`src/rtl/core/gdel_pkg.sv`:
```
// shared constants, types and codes of the grouped dequantizing embedding lookup
`default_nettype none

package gdel_pkg;

  // table geometry, both powers of two so a table address is {row, column}
  localparam int ROWS       = 1024;
  localparam int MAX_DIM    = 64;
  localparam int ROW_AW     = $clog2(ROWS);
  localparam int COL_AW     = $clog2(MAX_DIM);
  localparam int ADDR_W     = ROW_AW + COL_AW;
  localparam int STORE_DEPTH = ROWS * MAX_DIM;

  // field widths
  localparam int CMD_W      = 2;
  localparam int ROW_W      = 10;
  localparam int COL_W      = 6;
  localparam int WEIGHT_W   = 8;
  localparam int SCALE_W    = 24;
  localparam int ZP_W       = 17;
  localparam int VALUE_W    = 32;
  localparam int PARAM_W    = SCALE_W + ZP_W;
  localparam int CFG_W      = 7;
  localparam int CFG_IDX_W  = 2;

  // datapath widths
  localparam int DIFF_W     = ZP_W + 1;
  localparam int PROD_W     = DIFF_W + SCALE_W;
  localparam int FRAC_DROP  = 8;
  localparam int RND_W      = PROD_W - FRAC_DROP;

  // output queue, deep enough to cover the pipeline so reads stream at full rate
  localparam int FIFO_DEPTH = 8;
  localparam int FIFO_AW    = $clog2(FIFO_DEPTH);
  localparam int CRED_W     = FIFO_AW + 1;

  typedef enum logic [CMD_W-1:0] {
    CMD_WR_WEIGHT = 2'd0,
    CMD_WR_PARAM  = 2'd1,
    CMD_LOOKUP    = 2'd2,
    CMD_NOP       = 2'd3
  } cmd_t;

  typedef enum logic [CFG_IDX_W-1:0] {
    CFG_DIM     = 2'd0,
    CFG_GROUP   = 2'd1,
    CFG_WSIGNED = 2'd2,
    CFG_USE_ZP  = 2'd3
  } cfg_idx_t;

  typedef enum logic {
    SEQ_IDLE = 1'b0,
    SEQ_RUN  = 1'b1
  } seq_state_t;

  // travels alongside each table read
  typedef struct packed {
    logic             vld;
    logic [COL_W-1:0] element;
    logic             last;
  } tag_t;

  typedef struct packed {
    logic [VALUE_W-1:0] value;
    logic [COL_W-1:0]   element;
    logic               last;
  } result_t;

  // sequencer status seen by the top level
  typedef struct packed {
    logic              we_weight;
    logic              we_param;
    logic              issue;
    logic [CRED_W-1:0] credit;
  } seq_stat_t;

endpackage

`default_nettype wire

```
`src/rtl/core/gdel_ofifo.sv`:
```
// result queue between the pipeline and the output channel
`default_nettype none

module gdel_ofifo (
  input  wire logic              clk,
  input  wire logic              rst_n,
  input  wire logic              push,
  input  wire gdel_pkg::result_t push_data,
  input  wire logic              pop,
  output logic                   not_empty,
  output logic                   full,
  output gdel_pkg::result_t      head
);

  import gdel_pkg::*;

  result_t            mem [FIFO_DEPTH];
  logic [FIFO_AW-1:0] wr_ptr_r, rd_ptr_r;
  logic [CRED_W-1:0]  count_r;

  assign not_empty = (count_r != '0);
  assign full      = (count_r == CRED_W'(FIFO_DEPTH));
  assign head      = mem[rd_ptr_r];

  always_ff @(posedge clk) begin
    if (!rst_n) begin
      wr_ptr_r <= '0;
      rd_ptr_r <= '0;
      count_r  <= '0;
    end else begin
      if (push) begin
        wr_ptr_r <= wr_ptr_r + FIFO_AW'(1);
      end
      if (pop) begin
        rd_ptr_r <= rd_ptr_r + FIFO_AW'(1);
      end
      count_r <= count_r + CRED_W'(push) - CRED_W'(pop);
    end
  end

  always_ff @(posedge clk) begin
    if (push) begin
      mem[wr_ptr_r] <= push_data;
    end
  end

endmodule

`default_nettype wire

```
`config.mk`:
```
export PLATFORM = sky130hd
export DESIGN_NAME = gdel_ofifo
export DESIGN_NICKNAME = d
export VERILOG_FILES = /design/src/rtl/core/gdel_pkg.sv /design/src/rtl/core/gdel_ofifo.sv
export SDC_FILE = /design/constraint.sdc
export NUM_CORES = 1
export LEC_CHECK = 0
export BUFFER_PORTS_ARGS = -buffer_cell sky130_fd_sc_hd__buf_4
export CORE_MARGIN = 2
export CORE_UTILIZATION = 40
export DETAILED_ROUTE_END_ITERATION = 10
export GPL_ROUTABILITY_DRIVEN = 0
export HOLD_SLACK_MARGIN = 0.02
export PLACE_DENSITY = 0.62
export SYNTH_ARGS = -nofsm -noshare
export SYNTH_HDL_FRONTEND = slang
export SYNTH_SLANG_ARGS = --single-unit
```
`constraint.sdc`:
```
create_clock -name clk -period 4.5 [get_ports clk]
set_input_delay 0.45 -clock clk [delete_from_list [all_inputs] [get_ports clk]]
set_output_delay 0.45 -clock clk [all_outputs]
set_load 0.1 [all_outputs]
```
==> impl_metrics.toml <==
[logic_synthesis]
ys_seq_elements = 325
synth.top_cell.area_share = 0.7533
yosysUniqueCellTypes = 25
avgSynthCellArea_um2 = 23.92
synth_top_family_by_area = "multiplexers"
synthSimpleGateAreaFrac = 0.01207
synth.top_cells.by_count = "312 x edfxtp_1, 78 x mux4_2, 20 x mux2_4"
netlist_top_cells_area = "edfxtp_1 75%, mux4_2 14%, mux2_4 2.4%, dfxtp_1 2.1%, mux2_2 1.7%"
synth_flop_cell = "edfxtp_1"
synth_adder_area_share = 0.009658
yosys.area.top_type = "edfxtp_1"
synth-xor-area-share = 0.003521
netlist_instances = 520
ys_warn_count = 0
synth_area_um2 = 12440
synth_mux_area_frac = 0.1850
synth_edf_count = 312
ys_seq_area_frac = 0.7742
synth.most_common_cell = "edfxtp_1"
synth_fp_nets = 572
async_reset_ff_frac = 0
synth-compound-area-share = 0.001006

[die]
io_pins = 84
dieArea_um2 = 32520
design.core.area_um2 = 30590
die_w_um = 180.3
die_h_um = 180.3
row_count = 64
start_util = 0.4066

[setup_path]
start_kind = "flop"
worstRegToRegCells = 3
critical_path_class = "flop to primary output"
arrival_ns = 2.78
cp_max_fo = 27
critPathMostFrequentCell = "buf_4"
critical-path-slowest-cell = "dfxtp_4"
crit_family = "multiplexers"
crit_cells = 4
worstPathRequired_ns = 4.05
crit_buf_inv = 2
critPathCaptureType = "primary output"
crit_chain = "buf_4 > mux4_2 > mux2_2 > buf_4"
worst_path_largest_cell_delay_ns = 0.72

[run_status]
status = "completed"

[placed_design]
dp_hpwl_mm = 13.50
place_ws_ns = 1.687
io_buffer_count = 83
placed_cells = 992

[power_and_ir_drop]
clockPowerShare = 0.367
comb_power_share = 0.150
switching_share = 0.2565
total_leakage_power_nw = 4.773
p_per_area_nw_per_um2 = 490.4
power_mw = 7.192
seqPwrFrac = 0.483
p_int_mw = 5.348
irDropWorstVdd_mv = 0.3419
p_sw_mw = 1.844

[cts]
cts_root_buf = "clkbuf_16"
post_cts_buffers = 0
clkTransAtPathRegs_ns = 0.06
hold_buffers = 0
cts_tree = "yes"
cts.sinks = 325
worstSkewPairLatency_ns = 0.50
h-tree-depth = 2
numCtsBuffers = 35
cts_resized = 0
cts_buffer_depth = 3

[sta]
tns_ns = 0
timing.final.crit_period_ns = 3.227
setup_viol = 0
maxSlewHeadroom = 0.3896
slew_viol_final = 0
fin_skew_ns = 0.01535
rsz0062_at_grt = "false"
min_period_over_period = 0.7170
hold_violations = 0
worst_slack_ns = 1.273
max_freq_mhz = 309.9
tightest_slew_ns = 0.9135

[grt]
grt.total_usage = 0.1501
grt_pass1_vias = 5967
overflow = 0
antenna_found_initial = 0
grt_pass1_wl_mm = 36.50
grt_max_degree = 40

[layout]
final_core_util = 0.4794
fin_cells = 1050
drive_above_1_share = 0.4144
fin_nets = 685
syn2layout_area_growth_pct = 17.92
seq_area_um2 = 9641
antennaDiodeCount = 0
multi_input_area_um2 = 2683
fill_cells = 2477

[detailed_routing]
vias_per_cell = 5.155
drt_iter0_markers = 477
num_vias = 5413
drtPass1Iterations = 4
drc = 0
wire_per_inst_um = 22.65
ant_nets = 0
wirelength_mm = 23.78

[hold_path]
min_path_type = "input port to flop"
hold_path_depth = 1

[flow_run]
maxCapViolCount = 0
## metrics by stage
| stage | instance area [µm²] | hold WS [ns] |
|---|---|---|
| after floorplan | 12440 | 0.5125 |
| after global placement | 13600 | 0.5093 |
| after detailed placement | 13600 | 0.5671 |
| after CTS | 14670 | 0.1595 |
| after global routing | 14670 | 0.1637 |
| final | 14670 | 0.1769 |
## cells in the final DEF, fill, tap and decap left out, types with 2 or more instances in the layout
| cell | Yosys | routed |
|---|---|---|
| edfxtp_1 | 312 | 312 |
| dfxtp_4 | 0 | 3 |
| mux2i_1 | 3 | 3 |
| buf_4 | 0 | 98 |
| mux2_2 | 19 | 19 |
| nor2b_1 | 3 | 3 |
| clkbuf_16 | 0 | 37 |
| clkbuf_8 | 0 | 3 |
| nand2_1 | 5 | 5 |
| xnor2_1 | 3 | 3 |
| nor2_4 | 0 | 6 |
| mux4_2 | 78 | 78 |
| clkinv_2 | 0 | 3 |
| and2_1 | 7 | 7 |
| xor2_1 | 2 | 2 |
| nand2b_1 | 4 | 4 |
| ha_1 | 8 | 8 |
| clkbuf_1 | 10 | 8 |
| nor3_2 | 0 | 2 |
| mux2_4 | 20 | 20 |
| clkinv_1 | 0 | 6 |
| inv_1 | 7 | 7 |
| dfxtp_1 | 13 | 10 |
## area by class of cell
type | count | share of cell area
Tap cell | 396 | 0.03379
Inverter | 7 | 0.001792
Clock inverter | 10 | 0.004607
Multi-Input combinational cell | 165 | 0.1829
Clock buffer | 48 | 0.06800
Timing Repair Buffer | 99 | 0.05153
Sequential cell | 325 | 0.6574
## power by group through the flow
| stage | Clock [mW] | Combinational [mW] | Sequential, mW |
|---|---|---|---|
| finish | 2.64 | 1.08 | 3.47 |
| global route | 2.84 | 1.13 | 3.48 |
| CTS | 2.71 | 1.09 | 3.48 |
| detailed placement | 0 | 1.09 | 3.54 |
| global placement | 0 | 1.07 | 3.53 |
| floorplan | 0 | 0.872 | 3.49 |
## registers in the layout, indices dropped and copies added, names as in the netlist, named ones only
| signal | flops |
|---|---|
| rd_ptr_r | 3 |
| mem | 312 |
| count_r | 4 |
| wr_ptr_r | 3 |
## final timing paths
check | startpoint | endpoint | slack [ns]
hold / removal | push_data[37] | mem[0][37]$_DFFE_PP_ | 0.18
hold reg to reg | rd_ptr_r[2]$_SDFFE_PN0P_ | flop | 0.57
setup reg to reg | wr_ptr_r[0]$_SDFFE_PN0P_ | mem[5][23]$_DFFE_PP_ | 2.35
setup / recovery | flop | head[8] | 1.27
## per-layer routing
layer,track usage,part of all wire
met1,0.2081,0.43
met2,0.2429,0.49
met3,0.03436,0.065
met4,0.03677,0.017
met5,0,0
## logic make-up after synthesis
family / count (synthesis)
compound gates: 2
xor+xnor: 5
fa+ha+maj: 9
buf+inv: 30
flops: 325
mux: 120
simple gates: 29
(Power assumes the default switching activity.)
