[config.mk]
export PLATFORM = sky130hd
export DESIGN_NAME = gdel_dq
export DESIGN_NICKNAME = d
export VERILOG_FILES = /design/src/rtl/core/gdel_pkg.sv /design/src/rtl/core/gdel_dq.sv
export SDC_FILE = /design/constraint.sdc
export NUM_CORES = 1
export LEC_CHECK = 0
export BUFFER_PORTS_ARGS = -buffer_cell sky130_fd_sc_hd__buf_2
export CORE_UTILIZATION = 40
export CTS_BUF_LIST = sky130_fd_sc_hd__clkbuf_16
export DETAILED_ROUTE_END_ITERATION = 16
export SYNTH_ARGS = -nofsm -noshare
export SYNTH_HDL_FRONTEND = slang
export SYNTH_SLANG_ARGS = --single-unit
[constraint.sdc]
create_clock -name clk -period 8.9 [get_ports clk]
set_input_delay 0.445 -clock clk [delete_from_list [all_inputs] [get_ports clk]]
set_output_delay 0.445 -clock clk [all_outputs]
set_load 0.01 [all_outputs]
[src/rtl/core/gdel_pkg.sv]
// shared constants, types and codes of the grouped dequantizing embedding lookup
`default_nettype none

package gdel_pkg;

  // table geometry, both powers of two so a table address is {row, column}
  localparam int ROWS       = 1024;
  localparam int MAX_DIM    = 64;
  localparam int ROW_AW     = $clog2(ROWS);
  localparam int COL_AW     = $clog2(MAX_DIM);
  localparam int ADDR_W     = ROW_AW + COL_AW;
  localparam int STORE_DEPTH = ROWS * MAX_DIM;

  // field widths
  localparam int CMD_W      = 2;
  localparam int ROW_W      = 10;
  localparam int COL_W      = 6;
  localparam int WEIGHT_W   = 8;
  localparam int SCALE_W    = 24;
  localparam int ZP_W       = 17;
  localparam int VALUE_W    = 32;
  localparam int PARAM_W    = SCALE_W + ZP_W;
  localparam int CFG_W      = 7;
  localparam int CFG_IDX_W  = 2;

  // datapath widths
  localparam int DIFF_W     = ZP_W + 1;
  localparam int PROD_W     = DIFF_W + SCALE_W;
  localparam int FRAC_DROP  = 8;
  localparam int RND_W      = PROD_W - FRAC_DROP;

  // output queue, deep enough to cover the pipeline so reads stream at full rate
  localparam int FIFO_DEPTH = 8;
  localparam int FIFO_AW    = $clog2(FIFO_DEPTH);
  localparam int CRED_W     = FIFO_AW + 1;

  typedef enum logic [CMD_W-1:0] {
    CMD_WR_WEIGHT = 2'd0,
    CMD_WR_PARAM  = 2'd1,
    CMD_LOOKUP    = 2'd2,
    CMD_NOP       = 2'd3
  } cmd_t;

  typedef enum logic [CFG_IDX_W-1:0] {
    CFG_DIM     = 2'd0,
    CFG_GROUP   = 2'd1,
    CFG_WSIGNED = 2'd2,
    CFG_USE_ZP  = 2'd3
  } cfg_idx_t;

  typedef enum logic {
    SEQ_IDLE = 1'b0,
    SEQ_RUN  = 1'b1
  } seq_state_t;

  // travels alongside each table read
  typedef struct packed {
    logic             vld;
    logic [COL_W-1:0] element;
    logic             last;
  } tag_t;

  typedef struct packed {
    logic [VALUE_W-1:0] value;
    logic [COL_W-1:0]   element;
    logic               last;
  } result_t;

  // sequencer status seen by the top level
  typedef struct packed {
    logic              we_weight;
    logic              we_param;
    logic              issue;
    logic [CRED_W-1:0] credit;
  } seq_stat_t;

endpackage

`default_nettype wire

[src/rtl/core/gdel_dq.sv]
// dequantize pipeline: difference, multiply, round and saturate
`default_nettype none

module gdel_dq (
  input  wire logic                          clk,
  input  wire logic                          rst_n,
  input  wire gdel_pkg::tag_t                tag_in,
  input  wire logic [gdel_pkg::WEIGHT_W-1:0] w_rdata,
  input  wire logic [gdel_pkg::PARAM_W-1:0]  p_rdata,
  input  wire logic                          weights_signed,
  input  wire logic                          use_zero_points,
  output logic                               push,
  output gdel_pkg::result_t                  push_data
);

  import gdel_pkg::*;

  tag_t                      tag1_r, tag2_r, tag3_r;
  logic signed [DIFF_W-1:0]  diff_nxt, diff_r;
  logic signed [SCALE_W-1:0] scale_r;
  logic signed [PROD_W-1:0]  prod_r;
  logic signed [PROD_W-1:0]  rsum;
  logic signed [RND_W-1:0]   rsh;
  logic signed [ZP_W-1:0]    wsh;
  logic signed [ZP_W-1:0]    zp;
  logic [VALUE_W-1:0]        sat;
  logic                      fits;

  // weight in Q.8 and zero point, both 17 bits signed
  always_comb begin
    wsh      = {weights_signed & w_rdata[WEIGHT_W-1], w_rdata, 8'd0};
    zp       = use_zero_points ? p_rdata[ZP_W-1:0] : '0;
    diff_nxt = {wsh[ZP_W-1], wsh} - {zp[ZP_W-1], zp};
  end

  // ties away from zero: add 128, or 127 for negative products, then shift
  always_comb begin
    rsum = prod_r + (prod_r[PROD_W-1] ? PROD_W'(127) : PROD_W'(128));
    rsh  = RND_W'(rsum >>> FRAC_DROP);
    fits = (rsh[RND_W-1:VALUE_W-1] == '0) || (rsh[RND_W-1:VALUE_W-1] == '1);
    if (fits) begin
      sat = rsh[VALUE_W-1:0];
    end else if (rsh[RND_W-1]) begin
      sat = {1'b1, {(VALUE_W-1){1'b0}}};
    end else begin
      sat = {1'b0, {(VALUE_W-1){1'b1}}};
    end
  end

  assign push              = tag3_r.vld;
  assign push_data.value   = sat;
  assign push_data.element = tag3_r.element;
  assign push_data.last    = tag3_r.last;

  always_ff @(posedge clk) begin
    if (!rst_n) begin
      tag1_r <= '0;
      tag2_r <= '0;
      tag3_r <= '0;
    end else begin
      tag1_r <= tag_in;
      tag2_r <= tag1_r;
      tag3_r <= tag2_r;
    end
  end

  always_ff @(posedge clk) begin
    diff_r  <= diff_nxt;
    scale_r <= p_rdata[PARAM_W-1:ZP_W];
    prod_r  <= diff_r * scale_r;
  end

endmodule

`default_nettype wire

==> out/metrics.cfg <==
[die]
ios = 101
die_area_um2 = 49290
fp.dieW_um = 222.0
rows = 80
fp.coreArea_um2 = 47750
fp.dieH_um = 222.0
start_util_pct = 40.55

[synthesis]
synth_area_leaders = fa_1 44%, dfxtp_1 11%, inv_1 10%
syn_nets = 2748
avgSynthCellArea_um2 = 9.047
syn-cell-area_um2 = 19360
synthArstFlopShare_pct = 0
synth.largest_area_cell = fa_1
syn_inst = 2140
yosys_warnings = 0
synth_edf_count = 0
ys_seq_area_share_pct = 11.17
yosysUniqueCellTypes = 57
synth_seq_cells = 108
synth_top_flop_cell = dfxtp_1
netlist.area_leader.share_pct = 43.94

[final_layout]
layout-drive-gt1-share_pct = 6.697
finish.instance_area_um2 = 20650
multi_input_area_um2 = 14900
final_cell_mix = 517 x inv_1, 425 x fa_1, 302 x nand2_1
n_fill_cell = 4732
seq_area_um2 = 2162
n_antenna_cell = 0
area_delta_synth_final_pct = 6.682
nets = 2783
layout_commonest_cell = inv_1

[sta]
rsz0062_at_grt = no
setup_slack_ns = 1.780
min_period_over_period_pct = 80.00
hold_viol = 0
tightest_slew_ns = 1.149
finClkSkew_ns = 0.01932
drv_slew = 0
finalSetupViolCount = 0
whs_ns = 0.1316
slew_headroom_pct = 23.31
finalSetupTns_ns = 0
fmax_mhz = 140.4
layout_min_cycle_time_ns = 7.120

[routing]
vias = 13750
routed_via_density = 4.918
wl_um = 46070
drc = 0
dr.pass1.iters = 5
post_drt_wl_per_cell_um = 16.48
drtIter0Drc = 455
ant_nets = 0

[setup_path]
rrSetupSlack_ns = 1.78
crit_arrival_ns = 7.41
worstPathMaxFanout = 24
end_kind = flop
required_ns = 9.19
crit_type = flop to flop
start_kind = flop
r2r_end = prod_r[39]
reg2reg_depth = 22
crit-reg2reg-launch = diff_r[0]

[placement]
dpl_cell_area_um2 = 20370
place_hpwl_um = 37560
port_buffers = 100
dp_slack_ns = 1.819
place.gp.congestion = 0.8880

[global_route]
antenna_found_initial = 0
grt_pass1_vias = 15690
grt_pass1_wl_um = 78110
overflow = 0
track_usage_pct = 20.41
grt_max_degree = 31

[cts]
cts_tree = yes
clock-root-buffer = clkbuf_16
cts.repair.resized = 0
clock_latency_ns = 0.41
cts_hold_buf = 0
clockBufferDepth = 2
cts_max_level = 3
cts_buffers = 9
clock_sinks = 108
post-cts-setup-buffers = 0
path_clk_slew_ns = 0.09

[run_status]
status = finished, final reports clean

[worst_hold_path]
hold_path_class = primary input to flop
min_path_cells = 1
holdCritStartpoint = p_rdata[22]
min_to = scale_r[5]

[flow_run]
cap_violations = 0

==> cell usage after synthesis (2+ instances only) <==
cell type  count
xnor2_1       55
a21boi_0       2
buf_6          3
a211oi_1       4
nor2b_1       12
and2_1       179
buf_2          2
nand2b_1       9
a31oi_1       10
nand2_1      302
o21ai_0       23
a21oi_1       59
a21oi_2        6
nor3_1        12
ha_1         122
a211oi_2       2
xor2_1        27
a21o_1        18
and3_1        11
a221oi_1       2
clkbuf_1      83
or2_2          2
dfxtp_1      108
nand4_1        8
nand3_1       21
or3_1          2
o21a_1        10
o21bai_1       5
inv_1        516
nor2_1        61
o31ai_1        4
o31a_1         3
o211ai_1       2
o21ai_1        8
fa_1         425
==> cells by family (layout without fill, tap and decap cells) <==
family                   after synthesis  count (layout)  share of synthesized area [%]
AND/OR/NAND/NOR                      624             624                          15.41
buffers and inverters                605             645                          11.86
XOR/XNOR                              82              82                          3.709
adder cells (fa/ha/maj)              547             547                          51.83
AO/OA/AOI/OAI                        174             174                          6.023
flip-flops                           108             108                          11.17
==> critical path, cell delays in order, from the launching register on <==
cell,delay (ns)
dfxtp_1,1.00
nand2_1,0.19
fa_1,0.57
inv_1,0.05
fa_1,0.46
fa_1,0.49
inv_1,0.06
fa_1,0.50
inv_1,0.06
fa_1,0.52
inv_1,0.05
fa_1,0.48
inv_1,0.05
ha_1,0.41
nand3_1,0.17
nor2_1,0.30
nand2_1,0.10
a311o_1,0.33
a2111o_1,0.44
a31oi_1,0.33
a41o_1,0.22
a21oi_1,0.07
xnor2_1,0.14
==> routing by layer <==
metal  up-vias  GRT usage (%)  wire length [µm]
met5         -              0                 0
met4         0          8.490              1665
met3        93          2.690              1533
met2       266          38.75             25180
met1      7054          22.74             17700
li1       6332              -                 -
==> stage by stage <==
stage          cells  utilization, %
5_1_grt         2795           43.26
6_report        2795           43.26
2_1_floorplan   2140               -
4_1_cts         2795           43.26
3_3_place_gp    2779           42.65
3_5_place_dp    2779           42.65
==> sequential cells by signal (all words and copies together) (netlist names) <==
signal and flops:
prod_r 42, scale_r 24, diff_r 18, tag1_r 8, tag2_r 8, push_data 7, push 1
==> final cells by class <==
type | count | share of cell area (%)
inverters | 517 | 9.395
well taps | 615 | 3.725
clock buffers | 9 | 1.090
multi-input cells | 1427 | 72.15
repair buffers | 112 | 2.859
clock inverters | 7 | 0.3089
flip-flops and latches | 108 | 10.47
==> how the worst max path moves through the flow <==
stage           startpoint          to  slack (ns)  depth (start not counted)
2_1_floorplan  scale_r[14]  prod_r[39]        2.60                         24
6_report         diff_r[0]  prod_r[39]        1.78                         22
3_5_place_dp     diff_r[0]  prod_r[39]        1.82                         22
5_1_grt          diff_r[3]  prod_r[39]        1.38                         22
3_3_place_gp     diff_r[0]  prod_r[39]        1.91                         22
4_1_cts          diff_r[0]  prod_r[39]        1.80                         22
Power is not shown: default switching activity piles up to over one toggle a cycle in this logic, so the estimate is an artifact.
