[src/rtl/core/gdel_pkg.sv]
// shared constants, types and codes of the grouped dequantizing embedding lookup
`default_nettype none

package gdel_pkg;

  // table geometry, both powers of two so a table address is {row, column}
  localparam int ROWS       = 1024;
  localparam int MAX_DIM    = 64;
  localparam int ROW_AW     = $clog2(ROWS);
  localparam int COL_AW     = $clog2(MAX_DIM);
  localparam int ADDR_W     = ROW_AW + COL_AW;
  localparam int STORE_DEPTH = ROWS * MAX_DIM;

  // field widths
  localparam int CMD_W      = 2;
  localparam int ROW_W      = 10;
  localparam int COL_W      = 6;
  localparam int WEIGHT_W   = 8;
  localparam int SCALE_W    = 24;
  localparam int ZP_W       = 17;
  localparam int VALUE_W    = 32;
  localparam int PARAM_W    = SCALE_W + ZP_W;
  localparam int CFG_W      = 7;
  localparam int CFG_IDX_W  = 2;

  // datapath widths
  localparam int DIFF_W     = ZP_W + 1;
  localparam int PROD_W     = DIFF_W + SCALE_W;
  localparam int FRAC_DROP  = 8;
  localparam int RND_W      = PROD_W - FRAC_DROP;

  // output queue, deep enough to cover the pipeline so reads stream at full rate
  localparam int FIFO_DEPTH = 8;
  localparam int FIFO_AW    = $clog2(FIFO_DEPTH);
  localparam int CRED_W     = FIFO_AW + 1;

  typedef enum logic [CMD_W-1:0] {
    CMD_WR_WEIGHT = 2'd0,
    CMD_WR_PARAM  = 2'd1,
    CMD_LOOKUP    = 2'd2,
    CMD_NOP       = 2'd3
  } cmd_t;

  typedef enum logic [CFG_IDX_W-1:0] {
    CFG_DIM     = 2'd0,
    CFG_GROUP   = 2'd1,
    CFG_WSIGNED = 2'd2,
    CFG_USE_ZP  = 2'd3
  } cfg_idx_t;

  typedef enum logic {
    SEQ_IDLE = 1'b0,
    SEQ_RUN  = 1'b1
  } seq_state_t;

  // travels alongside each table read
  typedef struct packed {
    logic             vld;
    logic [COL_W-1:0] element;
    logic             last;
  } tag_t;

  typedef struct packed {
    logic [VALUE_W-1:0] value;
    logic [COL_W-1:0]   element;
    logic               last;
  } result_t;

  // sequencer status seen by the top level
  typedef struct packed {
    logic              we_weight;
    logic              we_param;
    logic              issue;
    logic [CRED_W-1:0] credit;
  } seq_stat_t;

endpackage

`default_nettype wire

[src/rtl/core/gdel_seq.sv]
// command sequencer: table writes and per-element read address generation
`default_nettype none

module gdel_seq (
  input  wire logic                           clk,
  input  wire logic                           rst_n,
  input  wire logic                           in_valid,
  output logic                                in_ready,
  input  wire logic [gdel_pkg::CMD_W-1:0]     in_cmd,
  input  wire logic [gdel_pkg::ROW_W-1:0]     in_row,
  input  wire logic [gdel_pkg::COL_W-1:0]     in_column,
  input  wire logic [gdel_pkg::WEIGHT_W-1:0]  in_weight_byte,
  input  wire logic [gdel_pkg::SCALE_W-1:0]   in_scale,
  input  wire logic [gdel_pkg::ZP_W-1:0]      in_zero_point,
  input  wire logic [gdel_pkg::CFG_W-1:0]     dim_in_use,
  input  wire logic [gdel_pkg::CFG_W-1:0]     grp_len,
  input  wire logic                           pop,
  output logic                                w_we,
  output logic      [gdel_pkg::ADDR_W-1:0]    w_waddr,
  output logic      [gdel_pkg::WEIGHT_W-1:0]  w_wdata,
  output logic                                p_we,
  output logic      [gdel_pkg::ADDR_W-1:0]    p_waddr,
  output logic      [gdel_pkg::PARAM_W-1:0]   p_wdata,
  output logic      [gdel_pkg::ADDR_W-1:0]    w_raddr,
  output logic      [gdel_pkg::ADDR_W-1:0]    p_raddr,
  output gdel_pkg::tag_t                      tag,
  output gdel_pkg::seq_stat_t                 stat
);

  import gdel_pkg::*;

  seq_state_t        state_r, state_nxt;
  logic [ROW_AW-1:0] row_r, row_nxt;
  logic [COL_W-1:0]  j_r, j_nxt;
  logic [COL_W-1:0]  g_r, g_nxt;
  logic [CFG_W-1:0]  ing_r, ing_nxt;
  logic [CFG_W-1:0]  gs_r, gs_nxt;
  logic [COL_W-1:0]  last_idx_r, last_idx_nxt;
  logic [CRED_W-1:0] credit_r, credit_nxt;
  logic              accept, issue, col_ok, is_last;
  logic [CFG_W-1:0]  n_clamped;
  cmd_t              cmd;

  assign cmd     = cmd_t'(in_cmd);
  assign in_ready = rst_n && (state_r == SEQ_IDLE);
  assign accept  = in_valid && in_ready;
  assign issue   = (state_r == SEQ_RUN) && (credit_r < CRED_W'(FIFO_DEPTH));
  assign col_ok  = ({1'b0, in_column} < (COL_W + 1)'(MAX_DIM));
  assign is_last = (j_r == last_idx_r);

  // writes go straight to the tables on acceptance
  assign w_waddr = {in_row[ROW_AW-1:0], in_column[COL_AW-1:0]};
  assign p_waddr = {in_row[ROW_AW-1:0], in_column[COL_AW-1:0]};
  assign w_wdata = in_weight_byte;
  assign p_wdata = {in_scale, in_zero_point};
  assign w_we    = accept && (cmd == CMD_WR_WEIGHT) && col_ok;
  assign p_we    = accept && (cmd == CMD_WR_PARAM) && col_ok;

  assign w_raddr = {row_r, j_r[COL_AW-1:0]};
  assign p_raddr = {row_r, g_r[COL_AW-1:0]};

  assign tag.vld     = issue;
  assign tag.element = j_r;
  assign tag.last    = is_last;

  assign stat.we_weight = w_we;
  assign stat.we_param  = p_we;
  assign stat.issue     = issue;
  assign stat.credit    = credit_r;

  always_comb begin
    if (dim_in_use == '0) begin
      n_clamped = CFG_W'(1);
    end else if (dim_in_use > CFG_W'(MAX_DIM)) begin
      n_clamped = CFG_W'(MAX_DIM);
    end else begin
      n_clamped = dim_in_use;
    end
  end

  always_comb begin
    state_nxt    = state_r;
    row_nxt      = row_r;
    j_nxt        = j_r;
    g_nxt        = g_r;
    ing_nxt      = ing_r;
    gs_nxt       = gs_r;
    last_idx_nxt = last_idx_r;
    credit_nxt   = credit_r + CRED_W'(issue) - CRED_W'(pop);
    unique case (state_r)
      SEQ_IDLE: begin
        if (accept && (cmd == CMD_LOOKUP)) begin
          state_nxt    = SEQ_RUN;
          row_nxt      = in_row[ROW_AW-1:0];
          j_nxt        = '0;
          g_nxt        = '0;
          ing_nxt      = '0;
          gs_nxt       = (grp_len == '0) ? CFG_W'(1) : grp_len;
          last_idx_nxt = COL_W'(n_clamped - CFG_W'(1));
        end
      end
      SEQ_RUN: begin
        if (issue) begin
          j_nxt = j_r + COL_W'(1);
          if (ing_r + CFG_W'(1) == gs_r) begin
            ing_nxt = '0;
            g_nxt   = g_r + COL_W'(1);
          end else begin
            ing_nxt = ing_r + CFG_W'(1);
          end
          if (is_last) begin
            state_nxt = SEQ_IDLE;
          end
        end
      end
      default: state_nxt = SEQ_IDLE;
    endcase
  end

  always_ff @(posedge clk) begin
    if (!rst_n) begin
      state_r  <= SEQ_IDLE;
      credit_r <= '0;
    end else begin
      state_r  <= state_nxt;
      credit_r <= credit_nxt;
    end
  end

  always_ff @(posedge clk) begin
    row_r      <= row_nxt;
    j_r        <= j_nxt;
    g_r        <= g_nxt;
    ing_r      <= ing_nxt;
    gs_r       <= gs_nxt;
    last_idx_r <= last_idx_nxt;
  end

endmodule

`default_nettype wire

[config.mk]
export PLATFORM = sky130hd
export DESIGN_NAME = gdel_seq
export DESIGN_NICKNAME = d
export VERILOG_FILES = /design/src/rtl/core/gdel_pkg.sv /design/src/rtl/core/gdel_seq.sv
export SDC_FILE = /design/constraint.sdc
export NUM_CORES = 1
export LEC_CHECK = 0
export ABC_AREA = 1
export BUFFER_PORTS_ARGS = -buffer_cell sky130_fd_sc_hd__buf_2
export CORE_MARGIN = 1
export CORE_UTILIZATION = 38
export CTS_CLUSTER_SIZE = 30
export DETAILED_ROUTE_END_ITERATION = 8
export PLACE_DENSITY_LB_ADDON = 0.15
export SYNTH_ARGS = -nofsm -noshare
export SYNTH_HDL_FRONTEND = slang
export SYNTH_SLANG_ARGS = --single-unit
[constraint.sdc]
create_clock -name clk -period 2.1 [get_ports clk]
set_clock_uncertainty 0.05 [all_clocks]
set_input_delay 0.42 -clock clk [delete_from_list [all_inputs] [get_ports clk]]
set_output_delay 0.42 -clock clk [all_outputs]
set_load 0.01 [all_outputs]
==> results of run 1 <==
==> cell usage in the layout (no fill, tap or decap) <==
cell	synthesis	layout
bufinv_16	0	1
clkinv_4	0	1
nand2_4	1	1
o21ai_0	6	6
nor2_2	2	2
nand4_1	3	3
ha_1	8	8
nor3_1	5	5
clkinvlp_4	0	1
edfxtp_1	42	42
dfxtp_1	5	5
fa_1	1	1
o21a_1	1	1
nand3_1	13	13
xor2_1	7	7
xnor2_1	5	5
inv_1	42	41
nor4_1	1	1
buf_2	0	99
buf_4	103	11
a21o_1	1	1
clkinv_2	0	1
a21oi_2	0	1
nand2_1	42	42
nor2_1	29	29
clkbuf_8	0	5
xnor3_1	1	1
or2_2	1	1
nand3_2	1	1
a21oi_1	14	13
nand2_2	1	1
==> kinds of logic after synthesis <==
logic type / count (synthesis)
AO/OA/AOI/OAI: 22
XOR/XNOR: 13
adder cells (fa/ha/maj): 9
buffers and inverters: 151
flip-flops: 47
AND/OR/NAND/NOR: 99
==> routing by layer <==
metal | global-route usage | up-vias
li1 | - | 997
met3 | 0.0328 | 15
met4 | 0.0625 | 0
met1 | 0.160 | 892
met2 | 0.193 | 68
met5 | 0 | -
==> area by class of cell <==
type | count | share of cell area
timing repair buffer | 110 | 0.184
clock buffer | 5 | 0.0219
inverter | 42 | 0.0515
multi-input combinational | 143 | 0.253
clock inverter | 3 | 0.0140
sequential | 47 | 0.434
tap | 102 | 0.0407
==> power breakdown <==
group,leakage [uW],switching (uW),internal [uW],total (uW)
Clock,0.0000581,314,355,669
Combinational,0.00104,209,172,380
Sequential,0.000429,45.9,1070,1120
==> worst paths after layout <==
check / start / end / slack, ns
worst min register to register: credit_r[0]$_SDFF_PN0_ / credit_r[0]$_SDFF_PN0_ / 0.53
worst max register to register: ing_r[1]$_SDFFCE_PP0P_ / g_r[1]$_SDFFCE_PN0P_ / 0.13
worst max-delay path: ing_r[1]$_SDFFCE_PP0P_ / g_r[1]$_SDFFCE_PN0P_ / 0.13
worst min-delay path: grp_len[3] / gs_r[3]$_SDFFCE_PN0P_ / 0.25
==> worst max-delay path, cell delays in order, from the launching register on <==
cell	delay (ns)
edfxtp_1	0.43
ha_1	0.32
xnor2_1	0.16
nand2_1	0.07
nor2_1	0.10
nand2_1	0.06
nor2_1	0.11
nand3_2	0.12
a21oi_2	0.16
buf_4	0.14
==> sequential cells by signal, summed over array words and instances, names as in the netlist <==
| name | count |
|---|---|
| state_r | 1 |
| gs_r | 7 |
| last_idx_r | 6 |
| credit_r | 4 |
| ing_r | 7 |
| row_r | 10 |
| g_r | 6 |
| j_r | 6 |
==> per-stage QoR <==
step / total power, uW / worst slack [ns] / std cells / hold WS (ns)
after floorplan: 1530 / 0.0535 / 341 / 0.463
after global placement: 1520 / 0.124 / 444 / 0.541
after detailed placement: 1530 / 0.126 / 444 / 0.511
after CTS: 2210 / 0.114 / 452 / 0.243
after global routing: 2290 / 0.0137 / 452 / 0.250
final: 2170 / 0.134 / 452 / 0.255
==> results.cfg, run 1 <==
[sta]
relSlewSlack = 0.780
finalCritPeriodShare = 0.936
final_max_slew_viol_count = 0
layout_min_cycle_time_ns = 1.97
rsz0062_at_grt = false
fmax_mhz = 509
setup_viol = 0
worstMarginPinSlew_ns = 0.331
finalSetupTns_ns = 0
hold_violations = 0

[final_layout]
drive_gt1_frac = 0.360
final_nets = 443
multi_input_area_um2 = 795
fin_area_um2 = 3140
area_growth_pct = 0.967
utilization = 0.402
regArea_um2 = 1360
fillCellCount = 806
insertedDiodeCount = 0

[synthesis]
ys_async_sr_fraction = 0
synth_compound_area_frac = 0.0371
synthCells = 341
synth_area_leaders = edfxtp_1 41%, buf_4 25%, inv_1 5.1%, nand2_1 5.1%, nor2_1 3.5%
yosysTopAreaCellShare = 0.406
synth_edf_count = 42
synthXorXnorAreaFrac = 0.0411
yosysSeqAreaShare = 0.438
synthSimpleGateAreaFrac = 0.138
synthMuxAreaShare = 0
synthAdderAreaFrac = 0.0387
synth_common_cells = 103 x buf_4, 42 x edfxtp_1, 42 x inv_1, 42 x nand2_1, 29 x nor2_1
yosysUniqueCellTypes = 25
avgSynthCellArea_um2 = 9.11
yosysMostFrequentCell = buf_4
ys.flop_type = edfxtp_1
syn_nets = 435
synth_area_leader_cell = edfxtp_1
synth.ff_latch_count = 47
yosys_warnings = 0
syn_area_um2 = 3110
synth_top_family_by_area = buffers and inverters

[detailed_routing]
dr.pass1.iters = 4
m1WireLength_um = 2380
drcViolationCount = 0
highest_layer = met4
routed_wl_um = 5280
final_antenna_net_count = 0
vias = 1972
via_per_inst = 4.36
drt_iter0_drc = 58
wl_met3_um = 347
wl_per_cell_um = 11.7
wl_met2_um = 2450

[place]
gp_congestion = 0.758
dp_hpwl_um = 4160
io_buffers = 99
dpl-instance-area_um2 = 3020

[power]
ir_drop_v = 0.000269
leakagePower_uw = 0.00153
power_density_nw_per_um2 = 692

[global_route]
track_usage = 0.125
antenna_found_initial = 0
grt_pass1_wl_um = 8250
first_global_vias = 1761
grt-ovfl-total = 0
grt_max_degree = 16

[clocking]
htreeDepth = 2
clkTransAtPathRegs_ns = 0.09
cts.repair.resized = 0
cts_tree = yes
cts_sinks = 47
cts-root-buf = clkbuf_8
postCtsSetupRepairBufs = 0
clockBufferDepth = 2
cts_hold_buf = 0
clock_latency_ns = 0.30
numCtsBuffers = 5

[setup_path]
critPathArrivalTime_ns = 1.94
cp-end-kind = flip-flop
reg2regPathDepth = 9
start_kind = flip-flop
required_ns = 2.08
critPathMaxFanout = 3
path_class = reg2reg

[floorplan]
fp.dieH_um = 92.4
start_util = 0.398
dieWidth_um = 92.4
dieArea_um2 = 8540
io_pins = 216
rows = 32
core_um2 = 7810

[outcome]
status = finished clean

[flow_run]
maxCapViolations = 0

[min_path]
holdPathStages = 1
hp-class = in2reg
Power figures use the tool's default switching activity.
==> run 2, diff against run 1 <==
--- a/config.mk
+++ b/config.mk
@@ -5,13 +5,14 @@
 export SDC_FILE = /design/constraint.sdc
 export NUM_CORES = 1
 export LEC_CHECK = 0
-export ABC_AREA = 1
 export BUFFER_PORTS_ARGS = -buffer_cell sky130_fd_sc_hd__buf_2
+export CAP_MARGIN = 20
 export CORE_MARGIN = 1
 export CORE_UTILIZATION = 38
 export CTS_CLUSTER_SIZE = 30
 export DETAILED_ROUTE_END_ITERATION = 8
 export PLACE_DENSITY_LB_ADDON = 0.15
+export SKIP_CTS_REPAIR_TIMING = 1
 export SYNTH_ARGS = -nofsm -noshare
 export SYNTH_HDL_FRONTEND = slang
 export SYNTH_SLANG_ARGS = --single-unit
==> run 2 against run 1 <==
  * Sequential power barely moved
  * Largest power group unchanged
  * Via count fell by 8.5%
  * Hold slack got worse by 0.0084 ns
  * Area after synthesis fell by 0.85%
  * Combinational power rose by 4%
  * Critical endpoint is now g_r[2]$_SDFFCE_PN0P_
  * Non-clock buffer count rose by 2
  * Die area fell by 0.83%
  * Sequential cell count did not move
  * Synthesized cell count fell by 16%
==> results.cfg, run 2 <==
[final_layout]
mostFrequentLayoutCells = 99 x buf_2, 42 x edfxtp_1, 21 x xnor2_1
biggestRegsByFlops = row_r (10), gs_r (7), ing_r (7)
mostFrequentLayoutCell = buf_2
largest_register_ffs = 10
insertedDiodeCount = 0
drive_gt1_frac = 0.428
area_growth_pct = 0.528
stdcell_count = 399
utilization = 0.399
final_nets = 390
fillCellCount = 781
regMostFlops = row_r

[detailed_routing]
dr.pass1.iters = 4
wl_per_cell_um = 14.2
vias = 1804
final_antenna_net_count = 0
via_per_inst = 4.52
drt_iter0_drc = 73
drcViolationCount = 0
routed_wl_um = 5670

[power]
power_density_nw_per_um2 = 667
ir_drop_v = 0.000251
leakagePower_uw = 0.00133

[global_route]
grt-ovfl-total = 0
grt_use_met2 = 0.218
grtUsageMet3 = 0.0431
antenna_found_initial = 0
first_global_vias = 1745
grt_max_degree = 17
top_usage_layer = met2
grt_pass1_wl_um = 8830
track_usage = 0.136
use_met1 = 0.168

[clocking]
cts_tree = yes
htreeDepth = 2
numCtsBuffers = 5
clockBufferDepth = 2
cts-root-buf = clkbuf_8
cts_sinks = 47
clock_latency_ns = 0.30
clkTransAtPathRegs_ns = 0.10

[synthesis]
yosysTopAreaCellShare = 0.410
synth_area_leaders = edfxtp_1 41%, buf_4 25%, xnor2_1 6.0%, dfxtp_1 3.3%, ha_1 3.3%
synth_area_leader_cell = edfxtp_1
syn_area_um2 = 3080
yosysUniqueCellTypes = 39
yosys_warnings = 0
ys.flop_type = edfxtp_1
yosysMostFrequentCell = buf_4
synth.ff_latch_count = 47
avgSynthCellArea_um2 = 10.8
ys_async_sr_fraction = 0
synth_common_cells = 102 x buf_4, 42 x edfxtp_1, 21 x xnor2_1
synth_edf_count = 42
yosysSeqAreaShare = 0.442
synthCells = 286
syn_nets = 380

[setup_path]
cp_cell_sequence = ha_1 > and3_2 > nand4_1 > a22oi_4 > a41o_1
start_kind = flip-flop
cp-end-kind = flip-flop
critPathSlowestCell = edfxtp_1
path_class = reg2reg
critPathMaxFanout = 6
slowest_delay_ns = 0.37
required_ns = 2.03
critPathArrivalTime_ns = 1.89

[floorplan]
fp.dieH_um = 92.0
dieWidth_um = 92.0
core_um2 = 7770
io_pins = 216
rows = 32
dieArea_um2 = 8470
start_util = 0.396

[sta]
fin_hold_ws_ns = 0.247
layout_min_cycle_time_ns = 1.96
relSlewSlack = 0.797
fmax_mhz = 510
finalCritPeriodShare = 0.933
setup_viol = 0
rsz0062_at_grt = false
finalSetupTns_ns = 0
worstMarginPinSlew_ns = 0.302
final_max_slew_viol_count = 0
hold_violations = 0

[place]
io_buffers = 99
dp_hpwl_um = 4450
gp_congestion = 0.750
dp.cells = 391

[flow_run]
maxCapViolations = 0

[outcome]
status = finished clean

[min_path]
hp-class = in2reg
[run 2: logic make-up after synthesis]
family | Yosys count | share of synthesized area
adders and majority gates | 9 | 0.0390
and+or+nand+nor | 59 | 0.0996
DFF | 47 | 0.442
AOI/OAI and AO/OA | 21 | 0.0528
xor gates and xnor gates | 31 | 0.0971
buffers and inverters | 119 | 0.269
[run 2: area by class of cell]
class / count / area, um^2 / area share
multi-input combinational: 120 / 888 / 0.287
clock inverter: 3 / 18.8 / 0.00606
timing repair buffer: 112 / 593 / 0.192
clock buffer: 5 / 68.8 / 0.0222
sequential: 47 / 1360 / 0.440
inverter: 10 / 37.5 / 0.0121
tap: 102 / 128 / 0.0412
[run 2: worst paths after layout]
path / startpoint / slack, ns / cells after the start / endpoint
hold reg to reg: credit_r[0]$_SDFF_PN0_ / 0.54 / 2 / credit_r[0]$_SDFF_PN0_
hold / removal: grp_len[3] / 0.25 / 1 / gs_r[3]$_SDFFCE_PN0P_
setup reg to reg: ing_r[1]$_SDFFCE_PP0P_ / 0.14 / 5 / g_r[2]$_SDFFCE_PN0P_
setup / recovery: ing_r[1]$_SDFFCE_PP0P_ / 0.14 / 5 / g_r[2]$_SDFFCE_PN0P_
[run 2: power breakdown]
part	total, uW	switching (uW)	internal [uW]
clock network	553	318	235
logic	397	196	201
registers	1110	45.1	1070
total	2060	560	1500
[run 2: worst max-delay path: cells and delay by family (launching register included)]
family	cells	cell delay (ns)
simple gates	2	0.41
fa+ha+maj	1	0.26
flops	1	0.37
compound gates	2	0.55
[run 2: per-stage QoR]
step / total power [uW] / setup slack [ns] / cell area [um^2]
2_1_floorplan: 1540 / 0.0572 / 3080
3_3_place_gp: 1530 / -0.0155 / 3010
3_5_place_dp: 1540 / -0.0789 / 3010
4_1_cts: 2100 / 0.138 / 3100
5_1_grt: 2190 / 0.0247 / 3100
6_report: 2060 / 0.140 / 3100
[run 2: routing by layer]
metal  wire length (um)  up-vias
li1                   -      875
met1               2470      820
met2               2700       95
met3                372       14
met4                132        0
met5                  0        -
